File: src/ddasg_pkg.sv
// Shared types and constants for the two-axis DDA step generator.
// No dependencies.
package ddasg_pkg;

    localparam int POS_WIDTH_DEF = 24;

    // Item operation codes; code 3 is ignored
    typedef enum logic [1:0] {
        OP_TICK = 2'd0,
        OP_MOVE = 2'd1,
        OP_ZERO = 2'd2
    } op_t;

    // Fixed part of a packed result: step_x, step_y, dir_x, dir_y_first,
    // dir_y_second, busy_res, rejected
    localparam int RES_FLAG_W = 7;

endpackage

File: src/ddasg_outq.sv
// Two-entry result queue between the datapath and the output channel.
// Depends on nothing but its parameter.
module ddasg_outq #(
    parameter int WIDTH = 55
) (
    input  logic             clk,
    input  logic             rst_n,
    input  logic             push,
    input  logic [WIDTH-1:0] push_data,
    output logic             space,
    output logic             out_valid,
    input  logic             out_ready,
    output logic [WIDTH-1:0] out_data
);

    logic [WIDTH-1:0] slot_reg [2];
    logic             wr_ptr_reg, wr_ptr_next;
    logic             rd_ptr_reg, rd_ptr_next;
    logic [1:0]       count_reg, count_next;
    logic             pop;

    assign space     = (count_reg != 2'd2);
    assign out_valid = (count_reg != 2'd0);
    assign out_data  = slot_reg[rd_ptr_reg];
    assign pop       = out_valid && out_ready;

    always_comb
    begin
        wr_ptr_next = wr_ptr_reg ^ push;
        rd_ptr_next = rd_ptr_reg ^ pop;
        count_next  = count_reg + {1'b0, push} - {1'b0, pop};
    end

    always_ff @(posedge clk or negedge rst_n)
    begin
        if (!rst_n)
        begin
            wr_ptr_reg <= 1'b0;
            rd_ptr_reg <= 1'b0;
            count_reg  <= 2'd0;
        end
        else
        begin
            wr_ptr_reg <= wr_ptr_next;
            rd_ptr_reg <= rd_ptr_next;
            count_reg  <= count_next;
        end
    end

    always_ff @(posedge clk)
    begin
        if (push)
        begin
            slot_reg[wr_ptr_reg] <= push_data;
        end
    end

endmodule

File: src/ddasg_core.sv
// Item register, axis state and single-pass DDA update.
// Depends on ddasg_pkg.
module ddasg_core
    import ddasg_pkg::*;
#(
    parameter int POS_WIDTH = POS_WIDTH_DEF,
    parameter int RES_W     = RES_FLAG_W + 2 * POS_WIDTH
) (
    input  logic                 clk,
    input  logic                 rst_n,
    input  logic                 in_valid,
    output logic                 in_ready,
    input  logic [1:0]           op,
    input  logic [POS_WIDTH-1:0] target_x,
    input  logic [POS_WIDTH-1:0] target_y,
    input  logic                 space,
    output logic                 push,
    output logic [RES_W-1:0]     push_data
);

    localparam int DW = POS_WIDTH + 1;

    // item register
    logic                 stg_valid_reg, stg_valid_next;
    logic [1:0]           stg_op_reg;
    logic [POS_WIDTH-1:0] stg_tx_reg, stg_ty_reg;

    // axis state
    logic [POS_WIDTH-1:0] pos_x_reg, pos_x_next, pos_y_reg, pos_y_next;
    logic [DW-1:0]        dist_x_reg, dist_x_next, dist_y_reg, dist_y_next;
    logic [DW-1:0]        len_reg, len_next;
    logic [DW-1:0]        acc_x_reg, acc_x_next, acc_y_reg, acc_y_next;
    logic [DW-1:0]        ticks_reg, ticks_next;
    logic                 dir_x_reg, dir_x_next, dir_y_reg, dir_y_next;

    logic          busy, accept;
    logic          sx, sy, rej;
    logic [DW-1:0] dx, dy, mag_x, mag_y, sum_x, sum_y;

    assign accept   = in_valid && in_ready;
    assign push     = stg_valid_reg && space;
    assign in_ready = !stg_valid_reg || space;
    assign stg_valid_next = accept || (stg_valid_reg && !space);
    assign busy     = (ticks_reg != '0);

    // deltas widened by one bit so they cannot overflow
    assign dx    = {stg_tx_reg[POS_WIDTH-1], stg_tx_reg} - {pos_x_reg[POS_WIDTH-1], pos_x_reg};
    assign dy    = {stg_ty_reg[POS_WIDTH-1], stg_ty_reg} - {pos_y_reg[POS_WIDTH-1], pos_y_reg};
    assign mag_x = dx[DW-1] ? (~dx + 1'b1) : dx;
    assign mag_y = dy[DW-1] ? (~dy + 1'b1) : dy;
    // accumulator stays below the length, so the sum fits in DW bits
    assign sum_x = acc_x_reg + dist_x_reg;
    assign sum_y = acc_y_reg + dist_y_reg;

    always_comb
    begin
        pos_x_next  = pos_x_reg;
        pos_y_next  = pos_y_reg;
        dist_x_next = dist_x_reg;
        dist_y_next = dist_y_reg;
        len_next    = len_reg;
        acc_x_next  = acc_x_reg;
        acc_y_next  = acc_y_reg;
        ticks_next  = ticks_reg;
        dir_x_next  = dir_x_reg;
        dir_y_next  = dir_y_reg;
        sx  = 1'b0;
        sy  = 1'b0;
        rej = 1'b0;
        if (push)
        begin
            unique case (stg_op_reg)
                OP_TICK:
                begin
                    if (busy)
                    begin
                        sx = (sum_x >= len_reg);
                        sy = (sum_y >= len_reg);
                        acc_x_next = sx ? (sum_x - len_reg) : sum_x;
                        acc_y_next = sy ? (sum_y - len_reg) : sum_y;
                        ticks_next = ticks_reg - 1'b1;
                    end
                end
                OP_MOVE:
                begin
                    if (busy)
                    begin
                        rej = 1'b1;
                    end
                    else
                    begin
                        dir_x_next  = !dx[DW-1];
                        dir_y_next  = !dy[DW-1];
                        dist_x_next = mag_x;
                        dist_y_next = mag_y;
                        len_next    = (mag_x > mag_y) ? mag_x : mag_y;
                        ticks_next  = (mag_x > mag_y) ? mag_x : mag_y;
                        acc_x_next  = '0;
                        acc_y_next  = '0;
                        pos_x_next  = stg_tx_reg;
                        pos_y_next  = stg_ty_reg;
                    end
                end
                OP_ZERO:
                begin
                    if (busy)
                    begin
                        rej = 1'b1;
                    end
                    else
                    begin
                        pos_x_next = '0;
                        pos_y_next = '0;
                    end
                end
                default:
                begin
                    // unused code: item passes with the current state
                end
            endcase
        end
    end

    assign push_data = {sx, sy, dir_x_next, dir_y_next, !dir_y_next,
                        (ticks_next != '0), rej, pos_x_next, pos_y_next};

    always_ff @(posedge clk or negedge rst_n)
    begin
        if (!rst_n)
        begin
            stg_valid_reg <= 1'b0;
            pos_x_reg     <= '0;
            pos_y_reg     <= '0;
            dist_x_reg    <= '0;
            dist_y_reg    <= '0;
            len_reg       <= '0;
            acc_x_reg     <= '0;
            acc_y_reg     <= '0;
            ticks_reg     <= '0;
            dir_x_reg     <= 1'b1;
            dir_y_reg     <= 1'b1;
        end
        else
        begin
            stg_valid_reg <= stg_valid_next;
            pos_x_reg     <= pos_x_next;
            pos_y_reg     <= pos_y_next;
            dist_x_reg    <= dist_x_next;
            dist_y_reg    <= dist_y_next;
            len_reg       <= len_next;
            acc_x_reg     <= acc_x_next;
            acc_y_reg     <= acc_y_next;
            ticks_reg     <= ticks_next;
            dir_x_reg     <= dir_x_next;
            dir_y_reg     <= dir_y_next;
        end
    end

    always_ff @(posedge clk)
    begin
        if (accept)
        begin
            stg_op_reg <= op;
            stg_tx_reg <= target_x;
            stg_ty_reg <= target_y;
        end
    end

endmodule

File: src/two_axis_dda_step_generator.sv
// Each result is held first in the item register and then in the result
// queue before it is offered, and it is taken when out_ready is high.
// Throughput: one item per cycle while the result queue has space; the item
// register and queue let input continue while a result waits to be taken.
// Reset (rst_n, asynchronous): positions, distances, accumulators and
// tick count clear to zero, both directions set, queue empties.
// Top level; depends on ddasg_pkg, ddasg_core and ddasg_outq.
module two_axis_dda_step_generator
    import ddasg_pkg::*;
#(
    parameter int POS_WIDTH = POS_WIDTH_DEF
) (
    input  logic                 clk,
    input  logic                 rst_n,
    input  logic                 in_valid,
    output logic                 in_ready,
    input  logic [1:0]           op,
    input  logic [POS_WIDTH-1:0] target_x,
    input  logic [POS_WIDTH-1:0] target_y,
    output logic                 out_valid,
    input  logic                 out_ready,
    output logic                 step_x,
    output logic                 step_y,
    output logic                 dir_x,
    output logic                 dir_y_first,
    output logic                 dir_y_second,
    output logic                 busy_res,
    output logic                 rejected,
    output logic [POS_WIDTH-1:0] pos_x,
    output logic [POS_WIDTH-1:0] pos_y
);

    localparam int RES_W = RES_FLAG_W + 2 * POS_WIDTH;

    logic             push, space;
    logic [RES_W-1:0] push_data, out_data;

    ddasg_core #(
        .POS_WIDTH (POS_WIDTH),
        .RES_W     (RES_W)
    ) u_core (
        .clk       (clk),
        .rst_n     (rst_n),
        .in_valid  (in_valid),
        .in_ready  (in_ready),
        .op        (op),
        .target_x  (target_x),
        .target_y  (target_y),
        .space     (space),
        .push      (push),
        .push_data (push_data)
    );

    ddasg_outq #(
        .WIDTH (RES_W)
    ) u_outq (
        .clk       (clk),
        .rst_n     (rst_n),
        .push      (push),
        .push_data (push_data),
        .space     (space),
        .out_valid (out_valid),
        .out_ready (out_ready),
        .out_data  (out_data)
    );

    assign {step_x, step_y, dir_x, dir_y_first, dir_y_second,
            busy_res, rejected, pos_x, pos_y} = out_data;

endmodule

File: config.mk
export PLATFORM = sky130hd
export DESIGN_NAME = two_axis_dda_step_generator
export DESIGN_NICKNAME = d
export VERILOG_FILES = /design/src/ddasg_pkg.sv /design/src/ddasg_outq.sv /design/src/ddasg_core.sv /design/src/two_axis_dda_step_generator.sv
export SDC_FILE = /design/constraint.sdc
export NUM_CORES = 1
export LEC_CHECK = 0
export BUFFER_PORTS_ARGS = -buffer_cell sky130_fd_sc_hd__buf_2
export CORE_MARGIN = 5
export CORE_UTILIZATION = 55
export CTS_CLUSTER_SIZE = 12
export DETAILED_ROUTE_END_ITERATION = 10
export GPL_TIMING_DRIVEN = 0
export PLACE_DENSITY = 0.73
export SYNTH_ARGS = -nofsm -noshare
export SYNTH_HDL_FRONTEND = slang
export SYNTH_HIERARCHICAL = 1
export SYNTH_SLANG_ARGS = --single-unit
File: constraint.sdc
create_clock -name clk -period 19.1 [get_ports clk]
set_clock_uncertainty 0.05 [all_clocks]
set_input_delay 0.955 -clock clk [delete_from_list [all_inputs] [get_ports clk]]
set_output_delay 0.955 -clock clk [all_outputs]
set_load 0.02 [all_outputs]
==> impl.org <==
** CTS
- Counting every sink on the clock net gives 365.
- In this run, post-CTS hold repair placed 0 buffers.
- Clock latency at the later pin of the worst-skew pair :: 0.56 ns
- After clock tree synthesis, the setup repair step added 0 buffers.
- Clock Pin Slew Worst Setup and Hold Paths :: 0.06 ns
- In this run the deepest clock path goes through 3 buffers.
- TritonCTS built the clock tree.
- Post-CTS repair changed the size of 0 cells.
- The tree is rooted in a sky130_fd_sc_hd__clkbuf_16.
- Counting the buffers created by CTS gives 41.
- Deepest level of the CTS H-tree :: 2

** Yosys
- Share of the synthesized area in compound gates (AO/OA/AOI/OAI) :: 16.9%
- After synthesis, the share of cell area in mux cells is 5.97%.
- Number of nets produced by synthesis :: 2704
- Share of synthesized flip-flops with an asynchronous set or reset :: 56.2%
- Summing the areas of all xor and xnor instances in the mapped netlist gives 6.07% of the synthesized area.
- Yosys printed 6 warnings.
- Mapped Area :: 23600 um^2
- By area, the combinational part of the netlist is dominated by compound AO/OA/AOI/OAI gates.
- Adder and majority gate portion of the synthesized area :: 10.1%
- Area share of and/or/nand/nor cells after synthesis :: 14.7%
- Syn_area_per_cell :: 9.58 um^2
- Synthesized instance count :: 2464
- The synthesized design contains 365 register bits.
- After synthesis, flip-flops and latches occupy 42.1% of the total area.
- Number of flops mapped to enable cells by yosys :: 160
- Number of unique standard cell types used by synthesis :: 91
- Most used flip-flop cell after synthesis :: sky130_fd_sc_hd__dfrtp_1

** Floorplan
- # rows :: 76
- Chip height :: 217 um
- Starting density of the core :: 55.2%
- Die boundary width :: 217 um
- The core region is 42800 um^2.
- For this design the top-level I/O count stands at 111.
- The floorplan step defined a die boundary enclosing 47200 um^2.

** Layout
- Ratio of cells with drive above 1 in the final layout :: 10.9%
- Post-synthesis to final-layout area growth :: 11.3%
- The library cell used most frequently in the layout, excluding fill and tap cells, is sky130_fd_sc_hd__nand2_1.
- Commonest cells after routing, fill and taps aside :: sky130_fd_sc_hd__nand2_1, sky130_fd_sc_hd__dfrtp_1, sky130_fd_sc_hd__a21oi_1, sky130_fd_sc_hd__o21ai_0, sky130_fd_sc_hd__ha_1
- Number of inserted diodes :: 0
- Flip-flop count of the largest register, all copies and words added :: 110
- Counting the fill cells in the layout gives 3592.
- In the final design database the tool counted 2859 nets.

** STA
- Setup repair after global routing left no endpoint under its margin.
- Final period util :: 45.4%
- The final hold violation count came to 0.
- Setup violations remaining at the end of the flow were counted as 0.
- Slew at the pin closest to its max-slew limit :: 1.09 ns
- Maximum frequency from static timing analysis :: 115 MHz
- Setup slack on the critical path of the routed design comes to 10.42 ns.
- The worst path needs 8.68 ns of the cycle, external delays included.
- Aggregate negative setup slack :: 0 ns
- The number of pins exceeding their max-slew limit in the final report came to 0.
- Headroom to the max-slew limit came out at 26.9%.

** Detailed routing
- Post-route ant nets :: 0
- Post-detailed-routing wire length :: 63.5 mm
- After detailed routing, the number of remaining DRC violations is 0.
- For this block, the via count after detailed routing is 19015.
- For this block, the initial DRC count from the detailed router was 1546.
- Vias per Instance :: 5.95
- In the final routed layout, each cell accounts on average for 19.8 um.
- Detailed Routing Iterations Pass 1 :: 5

** Setup path
- Along the worst path, the maximum fanout reaches 10.
- STA puts the critical path data required time at 19.32 ns.
- The cell that appears most often on the critical path is sky130_fd_sc_hd__o21a_1.
- Critical Path Max Stage Delay :: 0.69 ns
- Element type at the critical path start :: flip-flop
- In this run the critical register-to-register path is captured at u_outq/slot_reg[0][49]$_DFFE_PP_.
- STA classifies the critical path endpoint as a flip-flop.
- Worst r2r src :: u_core/stg_tx_reg[0]$_DFFE_PP_
- Crit-path slowest cell :: sky130_fd_sc_hd__a21oi_1
- The setup path with the least slack is of type reg -> reg.
- For flop-to-flop paths, the worst setup slack is 10.42 ns.
- Arrival time at the worst endpoint :: 8.90 ns
- Worst reg-to-reg path cell count :: 31

** Place
- Timing analysis after detailed placement gives a worst setup slack of 10.57 ns.
- Input and output buffers added on the ports amount to 110.
- The wire-length estimate of the detail-placed layout is 48.3 mm.
- At the end of routability-driven placement, the weighted congestion stood at 0.951.

** GRT
- Entering global routing, the biggest net connects 122 pins.
- Vias in the first global route :: 18841
- First-pass GRT wire length :: 100 mm
- Gr usage total :: 26.5%
- The number of antenna violations at the first check in global routing came to 2.
- Global routing finished with a remaining overflow of 0.

** Power
- Static leakage power :: 11.4 nW
- In this run the power density over the cells is 173 nW/um^2.
- VDD sags by at most 0.128 mV.

** Run
- The tool flagged a number of max-cap violations equal to 0.

** Run status
- Outcome :: finished, final reports clean

** Hold path
- The min-delay analysis places its worst path in the category in -> async.
kinds of logic (layout without fill, tap and decap cells):
kind of cell	Yosys count	in the layout
AOI/OAI and AO/OA	633	633
muxes	118	118
buffers and inverters	239	426
xor gates and xnor gates	162	162
and+or+nand+nor	759	759
adders and majority gates	188	188
DFF	365	365
metal layers:
metal	vias to the layer above	GRT usage, %	routed length [um]
li1	9118	-	-
met3	166	4.47	4040
met4	4	12.6	3320
met2	605	43.1	29100
met5	-	0	21
met1	9122	34.9	27000
power breakdown:
part           switching [W]  internal, W
clock               0.000316     0.000482
sequential         0.0000936      0.00103
combinational        0.00158      0.00104
worst max path at each step:
stage / from / slack, ns / depth (start not counted) / endpoint
2_1_floorplan: u_core/stg_tx_reg[0]$_DFFE_PP_ / 12.34 / 28 / u_outq/slot_reg[0][49]$_DFFE_PP_
3_3_place_gp: u_core/stg_tx_reg[0]$_DFFE_PP_ / 10.69 / 31 / u_outq/slot_reg[0][49]$_DFFE_PP_
3_5_place_dp: u_core/stg_tx_reg[0]$_DFFE_PP_ / 10.57 / 31 / u_outq/slot_reg[0][49]$_DFFE_PP_
4_1_cts: u_core/stg_tx_reg[0]$_DFFE_PP_ / 10.54 / 31 / u_outq/slot_reg[1][49]$_DFFE_PP_
5_1_grt: u_core/stg_tx_reg[0]$_DFFE_PP_ / 10.02 / 31 / u_outq/slot_reg[1][49]$_DFFE_PP_
6_report: u_core/stg_tx_reg[0]$_DFFE_PP_ / 10.42 / 31 / u_outq/slot_reg[0][49]$_DFFE_PP_
cell usage after synthesis (53+ instances only):
| master | number | area [um^2] |
|---|---|---|
| sky130_fd_sc_hd__nand2_1 | 335 | 1260 |
| sky130_fd_sc_hd__clkbuf_1 | 56 | 210 |
| sky130_fd_sc_hd__inv_1 | 158 | 593 |
| sky130_fd_sc_hd__nor2_1 | 167 | 627 |
| sky130_fd_sc_hd__a21oi_1 | 188 | 941 |
| sky130_fd_sc_hd__xor2_1 | 53 | 464 |
| sky130_fd_sc_hd__mux2i_1 | 56 | 561 |
| sky130_fd_sc_hd__xnor2_1 | 107 | 937 |
| sky130_fd_sc_hd__dfrtp_1 | 203 | 5080 |
| sky130_fd_sc_hd__ha_1 | 180 | 2250 |
| sky130_fd_sc_hd__o21ai_0 | 179 | 896 |
| sky130_fd_sc_hd__edfxtp_1 | 160 | 4800 |
through the flow:
step	total power [W]	hold WS, ns	instances	area [um^2]	util (%)
floorplan	0.00305	0.392	2464	23600	-
global placement	0.00364	0.405	3120	24800	58.1
detailed placement	0.00371	0.413	3122	24900	58.3
CTS	0.00453	0.392	3197	26300	61.4
global route	0.00485	0.427	3197	26300	61.4
finish	0.00455	0.366	3197	26300	61.4
final cells by class:
type	instances	area [um^2]	area share, %
buffer	80	383	1.46
clock buffer	58	1130	4.31
clock inverter	17	220	0.838
inverter	159	597	2.27
multi-input combinational	1860	12700	48.4
sequential	365	9940	37.8
tap	546	683	2.60
timing repair buffer	112	608	2.31
critical path: cells and delay by family, from the launching register on:
kind	cells	cell delay, ns
AO/OA/AOI/OAI	16	3.98
adder cells (fa/ha/maj)	4	1.35
flip-flops	1	0.36
AND/OR/NAND/NOR	7	1.56
multiplexers	1	0.41
buffers and inverters	3	0.70
Power figures use the tool's default switching activity.
